### config.mk
export PLATFORM = sky130hd
export DESIGN_NAME = tsb_ctrl
export DESIGN_NICKNAME = d
export VERILOG_FILES = /design/src/rtl/tsb_pkg.sv /design/src/rtl/tsb_ctrl.sv
export SDC_FILE = /design/constraint.sdc
export NUM_CORES = 1
export LEC_CHECK = 0
export ABC_AREA = 1
export CORE_AREA = 4 4 41 43
export DETAILED_ROUTE_END_ITERATION = 7
export DIE_AREA = 0 0 45 47
export DONT_BUFFER_PORTS = 1
export SLEW_MARGIN = 10
export SYNTH_ARGS = -nofsm -noshare
export SYNTH_HDL_FRONTEND = slang
export SYNTH_SLANG_ARGS = --single-unit
### constraint.sdc
create_clock -name clk_i -period 0.95 [get_ports clk_i]
set_input_delay 0.19 -clock clk_i [delete_from_list [all_inputs] [get_ports clk_i]]
set_output_delay 0.19 -clock clk_i [all_outputs]
set_load 0.03 [all_outputs]
### src/rtl/tsb_pkg.sv
// ----------------------------------------------------------------------------
// tsb_pkg: shared types and constants for the tile/sprite blitter
// Geometry, command codes, blend table and controller/datapath structs.
// ----------------------------------------------------------------------------
`default_nettype none
package tsb_pkg;
  localparam int unsigned MaxWidth  = 256;
  localparam int unsigned MaxHeight = 256;
  localparam int unsigned XW = $clog2(MaxWidth);
  localparam int unsigned YW = $clog2(MaxHeight);
  localparam int unsigned AW = XW + YW;
  localparam int unsigned Depth = MaxWidth * MaxHeight;
  localparam int unsigned DimW = 9;
  localparam int unsigned CfgIdxW = 1;

  typedef enum logic [1:0] {
    CMD_PLOT = 2'd0, CMD_FILL = 2'd1, CMD_SPRITE = 2'd2, CMD_READ = 2'd3
  } cmd_e;

  localparam logic CFG_WIDTH  = 1'b0;
  localparam logic CFG_HEIGHT = 1'b1;

  typedef enum logic [2:0] {
    ST_CLEAR, ST_IDLE, ST_FILL, ST_SPRITE, ST_RDWAIT, ST_OUT
  } state_e;

  typedef struct packed {
    logic load;      // capture input beat
    logic clr_step;  // clearing pass write
    logic fill_step;
    logic spr_step;
    logic rd_issue;
    logic rd_capture;
    logic res_load;  // load result register
  } ctl_t;

  typedef struct packed {
    logic clr_done;
    logic fill_done;
    logic fill_empty;
    logic spr_done;
  } sts_t;

  function automatic logic [1:0] blend(input logic [1:0] ch, input logic [3:0] c);
    logic [1:0] r;
    case (ch)
      2'd0: begin
        case (c)
          4'd4, 4'd6, 4'd7: r = 2'd1;
          4'd8, 4'd9, 4'd11: r = 2'd2;
          4'd12, 4'd13, 4'd14: r = 2'd3;
          default: r = 2'd0;
        endcase
      end
      2'd1: r = c[1:0];
      2'd2: r = (c[1:0] == 2'd3) ? 2'd1 : c[1:0] + 2'd1;
      default: r = (c[1:0] == 2'd1) ? 2'd3 : ((c[1:0] == 2'd2) ? 2'd1 : 2'd2);
    endcase
    return r;
  endfunction

  function automatic logic [DimW-1:0] clamp_w(input logic [DimW-1:0] v,
                                              input logic [DimW-1:0] mx);
    if (v < DimW'(8)) return DimW'(8);
    if (v > mx) return mx;
    return v;
  endfunction
endpackage
`default_nettype wire

### src/rtl/tsb_ctrl.sv
// ----------------------------------------------------------------------------
// tsb_ctrl: command sequencer
// Clearing pass after reset, then one command at a time.
// ----------------------------------------------------------------------------
`default_nettype none
module tsb_ctrl import tsb_pkg::*; (
  input  wire  clk_i,
  input  wire  rst_ni,
  input  wire  in_valid_i,
  input  cmd_e cmd_i,
  input  wire  res_busy_i,
  input  sts_t sts_i,
  output logic in_ready_o,
  output ctl_t ctl_o
);
  state_e state_q, state_d;

  always_ff @(posedge clk_i or negedge rst_ni) begin
    if (!rst_ni) state_q <= ST_CLEAR;
    else state_q <= state_d;
  end

  always_comb begin
    state_d = state_q;
    case (state_q)
      ST_CLEAR: if (sts_i.clr_done) state_d = ST_IDLE;
      ST_IDLE: begin
        if (in_valid_i && !res_busy_i) begin
          case (cmd_i)
            CMD_FILL:   state_d = ST_FILL;
            CMD_SPRITE: state_d = ST_SPRITE;
            CMD_READ:   state_d = ST_RDWAIT;
            default:    state_d = ST_OUT;
          endcase
        end
      end
      ST_FILL: if (sts_i.fill_empty || sts_i.fill_done) state_d = ST_OUT;
      ST_SPRITE: if (sts_i.spr_done) state_d = ST_OUT;
      ST_RDWAIT: state_d = ST_OUT;
      ST_OUT: state_d = ST_IDLE;
      default: state_d = ST_IDLE;
    endcase
  end

  always_comb begin
    ctl_o = '0;
    in_ready_o = 1'b0;
    case (state_q)
      ST_CLEAR: ctl_o.clr_step = 1'b1;
      ST_IDLE: begin
        in_ready_o = !res_busy_i;
        ctl_o.load = in_valid_i && !res_busy_i;
      end
      ST_FILL: ctl_o.fill_step = !sts_i.fill_empty;
      ST_SPRITE: ctl_o.spr_step = 1'b1;
      ST_RDWAIT: ctl_o.rd_capture = 1'b1;
      ST_OUT: ctl_o.res_load = 1'b1;
      default: ;
    endcase
    ctl_o.rd_issue = ctl_o.load;
  end
endmodule
`default_nettype wire

### Word-level counts from Yosys, hierarchy flattened

Cells that the tools add are included.

* eq/ne operators: 12
* multiplexer cells: 13
* reduce and logical (&&, ||, !) cells: 6

Operator list (number)
* 3-bit one-hot mux with 5 select lines: 1
* 3-bit two-way mux: 4
* 3-bit one-hot mux with 3 select lines: 1
* 2-bit != test, second input constant: 4
* 1-bit two-way mux: 7
* 3-bit by 2-bit equality test with 1-bit output, second input constant: 2
* 3-bit equality test, second input constant: 2
* 2-bit equality test, second input constant: 2
* 4-bit AND reduction: 1
* 3-bit by 1-bit equality test with 1-bit output, second input constant: 1
* 3-bit zero test: 1
* 2-bit by 1-bit equality test with 1-bit output, second input constant: 1
* 1-bit zero test: 2
* 1-bit logical AND: 1
* 1-bit logical OR: 1

* flip-flop bits (word level): 3
* bits of input ports: 10
* word-level logic and storage cells: 32

### Depth between registers and ports, before layout

Gate-level depths: netlist of the first run.

* depth in word-level cells: 4
* depth in mapped cells: 7

### Least setup slack after synthesis of the first run

OpenSTA, ideal clock, no wires.

* kind: register to output
* from: reg state_q[0]
* to: out ctl_o[4] (netlist bit)
* arrival time: 1426 ps
* slack: -666 ps
* cell stages (with the launch flop): 2
* path buffers: 0
* path through: dfrtp_1 nor4_1

RTL lines
* from (decl): line tsb_ctrl.sv:16 `state_e state_q, state_d;`
* from (signal assigned): line tsb_ctrl.sv:20 `else state_q <= state_d;`
* to (decl): line tsb_ctrl.sv:14 `output ctl_t ctl_o`

==> reports/results.ini, run 1 <==
[run_status]
status=complete, but fails checks
violations=setup timing

[placed_design]
gp_congestion=0.793
io_buffers=0
hpwl_um=607

[global_routing]
antenna_found_initial=0
gr-total-overflow=0
grt_max_degree=9
track_usage_pct=9.03
grt_pass1_vias=336
grt_first_pass_wirelength_um=1370

[synthesis]
ys_ff_latch=3
yosysSeqAreaShare_pct=25.3
mappedNetlistArea_um2=297
ys_warn_count=0
syn_avg_cell_area_um2=5.93
netlist_instances=50
synth_cell_types=13
syn_nets=62

[final_layout]
area_delta_synth_final_pct=85.2
register_area_um2=78.8
drive_above_1_share_pct=56.3
largest_reg_flops=3
fin_nets=77
diodes=0
top_regs=state_q (3)
top_register=state_q
fillCellCount=153
multi_input_area_um2=269

[timing]
skew_ns=0.000939
slew_headroom_pct=85.9
grt_setup_unrepaired=yes
setup_viol=11
period_minus_slack_ns=1.37
worstMarginPinSlew_ns=0.210
fmax_mhz=730
period_share_pct=144
drv_slew=0
hold_viol_final=0
fin_setup_tns_ns=-3.74
worst_slack_ns=-0.419
hold_ws_ns=0.208

[clock_tree]
cts-buffers-inserted=3
clkLatencyLatePin_ns=0.23
cts.path.max_buffers=2
htreeDepth=1
cts_tree=yes
cts_sinks=3
clock-root-buffer=clkbuf_4
clk_pin_slew_ns=0.04

[setup_path]
cp-end-kind=output port
start_kind=flop
worst_ep_arrival_time_ns=1.18
cp_common_cell=nor2_4
path_cells=inv_2 -> nor2_4 -> nand2_4 -> nor2_4 -> buf_12
crit-reg2reg-launch=state_q[0]
critPathKind=reg -> out
critPathMaxFanout=6
crit_buf_inv=2
crit_required_ns=0.76
cp_slowest_cell=dfrtp_2
r2r-end=state_q[0]
rr_worst_depth=7
cp_top_family=flip-flops
max_stage_delay_ns=0.43
r2r_setup_slack_ns=-0.26

[run]
maxCapViolCount=0

[die]
core_area_mm2=0.00130
die_w_um=45
rows=13
initial_core_util_pct=22.8
io_pins=18
die_h_um=47
design.die.area_mm2=0.00212

[pwr]
p_per_area_mw_per_mm2=3300
leakage_nw=0.268
ir_drop_mv=1.19

[drt]
ant_nets=0
viasPerCell=4.42
vias=349
drt_pass1_iterations=2
wirelength_um=844
wl_per_cell_um=10.7
drc_errors=0
first_iter_violations=4

[hold_path]
hold_class=in -> async

## where the power goes
group | total [W] | internal, W | leakage [nW] | switching [W]
combinational | 0.00127 | 0.000509 | 0.220 | 0.000757
sequential | 0.000321 | 0.000195 | 0.0335 | 0.000126
clock | 0.000226 | 0.000158 | 0.0150 | 0.0000689
total | 0.00181 | 0.000862 | 0.268 | 0.000952
## metrics by stage
stage | area (µm²) | utilization (%) | total power, W | setup slack (ns) | std cells
finish | 549 | 42.2 | 0.00181 | -0.419 | 79
global route | 549 | 42.2 | 0.00196 | -0.485 | 79
CTS | 512 | 39.3 | 0.00167 | -0.418 | 79
detailed placement | 444 | 34.1 | 0.00133 | -0.226 | 73
global placement | 444 | 34.1 | 0.00132 | -0.201 | 73
floorplan | 357 | - | 0.00104 | -0.292 | 50
## worst max-delay path by stage
stage,startpoint,end,cells after the start
finish,state_q[0],ctl_o[6],5
global route,state_q[0],ctl_o[2],5
CTS,state_q[1],ctl_o[0],3
detailed placement,state_q[0],state_q[1],6
global placement,state_q[0],state_q[0],6
floorplan,state_q[0],ctl_o[6],5
## synthesized netlist by cell type (all sizes together)
cell   count  share of area [%]
nand2     13                 18
dfrtp      3                 25
nor4       1                2.1
nor2      11                 16
inv       10                 13
nor3       2                3.4
ha         2                8.4
buf        1                2.5
nand3      5                8.4
o21ai      2                3.4
## worst register-to-register path: stages (launching register included)
cell	delay (ns)
dfrtp_2	0.45
inv_2	0.10
nor2_4	0.04
buf_4	0.14
nand3_2	0.07
nand2_4	0.07
o21ai_1	0.15
nand2_1	0.07
## timing repair
item	CTS	global route
setup buffers	1	0
endpoints found under the hold margin	3	0
hold buffers	1	0
resized for setup	7	9
endpoints found under the setup margin	11	11
pin swaps	3	2
## layer usage
layer / global-route usage (%) / up-vias / wire [µm]
li1: - / 181 / -
met1: 11.0 / 158 / 334
met2: 14.1 / 10 / 470
met3: 2.68 / 0 / 39
met4: 5.26 / 0 / 0
met5: 0 / - / 0
## layout by cell type (no fill, tap or decap)
master | netlist | routed
dlygate4sd3_1 | 0 | 1
buf_6 | 0 | 5
dfrtp_2 | 0 | 3
nand3_1 | 5 | 3
buf_4 | 1 | 4
o21ai_1 | 2 | 2
inv_4 | 0 | 1
inv_2 | 2 | 3
nor2_1 | 9 | 4
nand2_2 | 2 | 1
nand2_4 | 0 | 3
nor2_4 | 0 | 5
buf_12 | 0 | 1
clkbuf_4 | 0 | 3
nand2_1 | 11 | 9
nor4_4 | 0 | 1
nand3_2 | 0 | 2
nor3_2 | 0 | 2
nor2_2 | 2 | 2
ha_1 | 2 | 2
clkbuf_1 | 0 | 1
inv_1 | 8 | 6
## area by class of cell
type	instances	share of cell area, %
clock buffer	4	4.78
tap	15	3.42
multi-input combinational	36	49.0
sequential	3	14.4
inverter	10	7.29
timing repair buffer	11	21.2
## kinds of logic after synthesis
kind of cell	share of synthesized area, %
simple gates	47.7
buf+inv	15.2
flops	25.3
compound gates	3.38
fa+ha+maj	8.44
No activity file was read; power rests on OpenSTA's default activity.
==> run 2: changes to the inputs <==
Settings changed: PLACE_DENSITY set to 0.35, SLEW_MARGIN 10 to 5.
==> reports/results.ini, run 2 (synthesized netlist as in run 1, its figures left out) <==
[final_layout]
mostFrequentLayoutCells=nand2_1 (9), buf_4 (7), inv_1 (6), buf_6 (6)
top_register=state_q
fin_nets=81  ; +5.2%
largest_reg_flops=3  ; unchanged
diodes=0  ; unchanged
top_regs=state_q (3)
drive_above_1_share_pct=58.8  ; +2.6 points
final_util_pct=44.0  ; +1.8 points
final_common_cell=nand2_1
area_delta_synth_final_pct=93.2

[drt]
viasPerCell=4.36  ; -1.3%
wl_per_cell_um=10.1  ; -5.2%
wirelength_um=841  ; -0.36%
ant_nets=0  ; unchanged
vias=362  ; +3.7%
drc_errors=0  ; unchanged
drt_pass1_iterations=2  ; unchanged
first_iter_violations=2  ; -2

[timing]
hold_viol_final=0  ; unchanged
worstMarginPinSlew_ns=0.213  ; +0.00319 ns
fmax_mhz=739  ; +1.2%
setup_viol=11  ; unchanged
drv_slew=0  ; unchanged
slew_headroom_pct=85.7  ; -0.14 points
worst_slack_ns=-0.404  ; +0.0158 ns
period_share_pct=142  ; -1.7 points
hold_ws_ns=0.211  ; +0.00244 ns
period_minus_slack_ns=1.35  ; -0.0158 ns
skew_ns=0.00327  ; +0.00234 ns
grt_setup_unrepaired=yes

[global_routing]
grt_pass1_vias=360  ; +7.1%
gr-total-overflow=0  ; unchanged
track_usage_pct=8.70  ; -0.32 points
grt_max_degree=8  ; -1
antenna_found_initial=0  ; unchanged
grt_first_pass_wirelength_um=1360  ; -1.0%

[pwr]
ir_drop_mv=1.00  ; -16%
finalPower_w=0.00192  ; +6.0%
p_per_area_mw_per_mm2=3360  ; +1.6%
leakage_nw=0.289  ; +7.8%

[setup_path]
critPathMaxFanout=6  ; unchanged
max_stage_delay_ns=0.43  ; about the same
cp-startpoint=state_q[0]
start_kind=flop
critPathKind=reg -> out
cp_slowest_cell=dfrtp_2
worst_ep_arrival_time_ns=1.16  ; -0.02 ns
cp-end-kind=output port
crit_required_ns=0.76  ; about the same
path_cells=inv_2 -> nor2_4 -> nand2_4 -> nor2_4 -> buf_12
crit-reg2reg-launch=state_q[0]
cp_common_cell=nor2_4

[die]
rows=13  ; unchanged
initial_core_util_pct=22.8  ; unchanged
design.die.area_mm2=0.00212  ; unchanged
die_h_um=47  ; unchanged
io_pins=18  ; unchanged
die_w_um=45  ; unchanged
core_area_mm2=0.00130  ; unchanged

[run_status]
status=complete, but fails checks
violations=setup timing

[placed_design]
io_buffers=0  ; unchanged
gp_congestion=0.758  ; -4.4%
hpwl_um=672  ; +11%

[clock_tree]
clk_pin_slew_ns=0.04  ; about the same
htreeDepth=1  ; unchanged
cts.path.max_buffers=2  ; unchanged
cts_sinks=3  ; unchanged
clkLatencyLatePin_ns=0.23  ; about the same
cts_tree=yes
clock-root-buffer=clkbuf_4
cts-buffers-inserted=3  ; unchanged

[hold_path]
hold_class=in -> async

[run]
maxCapViolCount=0  ; unchanged

## run 2: changes by cell type in the layout (fill, tap and decap cells not counted)
cell	previous run	this run
nor2_2	2	3
buf_6	5	6
nor2_4	5	4
nand2_2	1	2
nand2_4	3	2
buf_4	4	7
## run 2: timing repair
action,4_1_cts,5_1_grt
pin swaps,4,2
buffers inserted,3,1
hold buffers,1,0
endpoints found under the hold margin,3,0
gates resized for setup,7,8
endpoints found under the setup margin,11,11
## run 2: metrics by stage
step	instances	worst slack [ns]	instance area, µm²	TNS, ns
2_1_floorplan	50	-0.292	357	-1.55
3_3_place_gp	74	-0.182	452	-1.57
3_5_place_dp	74	-0.196	452	-1.70
4_1_cts	82	-0.416	537	-3.72
5_1_grt	83	-0.453	573	-4.69
6_report	83	-0.404	573	-3.95
## run 2: worst max-delay path, delay by kind of cell, from the launching register on
family                 cells  cell delay, ns
flip-flops                 1            0.43
AND/OR/NAND/NOR            3            0.28
buffers and inverters      2            0.22
## run 2: layer usage
layer / vias up / GRT usage [%] / wire (µm)
met5: - / 0 / 0
met4: 0 / 3.51 / 0
met3: 0 / 1.92 / 66
met2: 10 / 17.5 / 480
met1: 164 / 8.45 / 293
li1: 188 / - / -
## run 2: final timing paths
| path | cells after the start | slack, ns | end |
|---|---|---|---|
| worst max-delay path | 5 | -0.40 | ctl_o[2] |
| worst min-delay path | 1 | 0.21 | state_q[1] |
| worst max register to register | 8 | -0.36 | state_q[1] |
| worst min register to register | 2 | 0.60 | state_q[0] |
| max in group asynchronous | 1 | 0.58 | state_q[2] |
| min in group clk_i | 4 | 0.25 | state_q[2] |
## run 2: where the power goes
part | leakage (nW) | total, W | internal [W] | switching (W)
clock | 0.0150 | 0.000215 | 0.000157 | 0.0000579
sequential | 0.0335 | 0.000311 | 0.000195 | 0.000116
combinational | 0.241 | 0.00140 | 0.000626 | 0.000771
total | 0.289 | 0.00192 | 0.000978 | 0.000945
## run 2: area by class of cell
class                   count  area (µm²)
inverters                  10        40.0
repair buffers             15         150
flip-flops and latches      3        78.8
clock buffers               4        26.3
multi-input cells          36         259
well taps                  15        18.8
fillers                   141         728
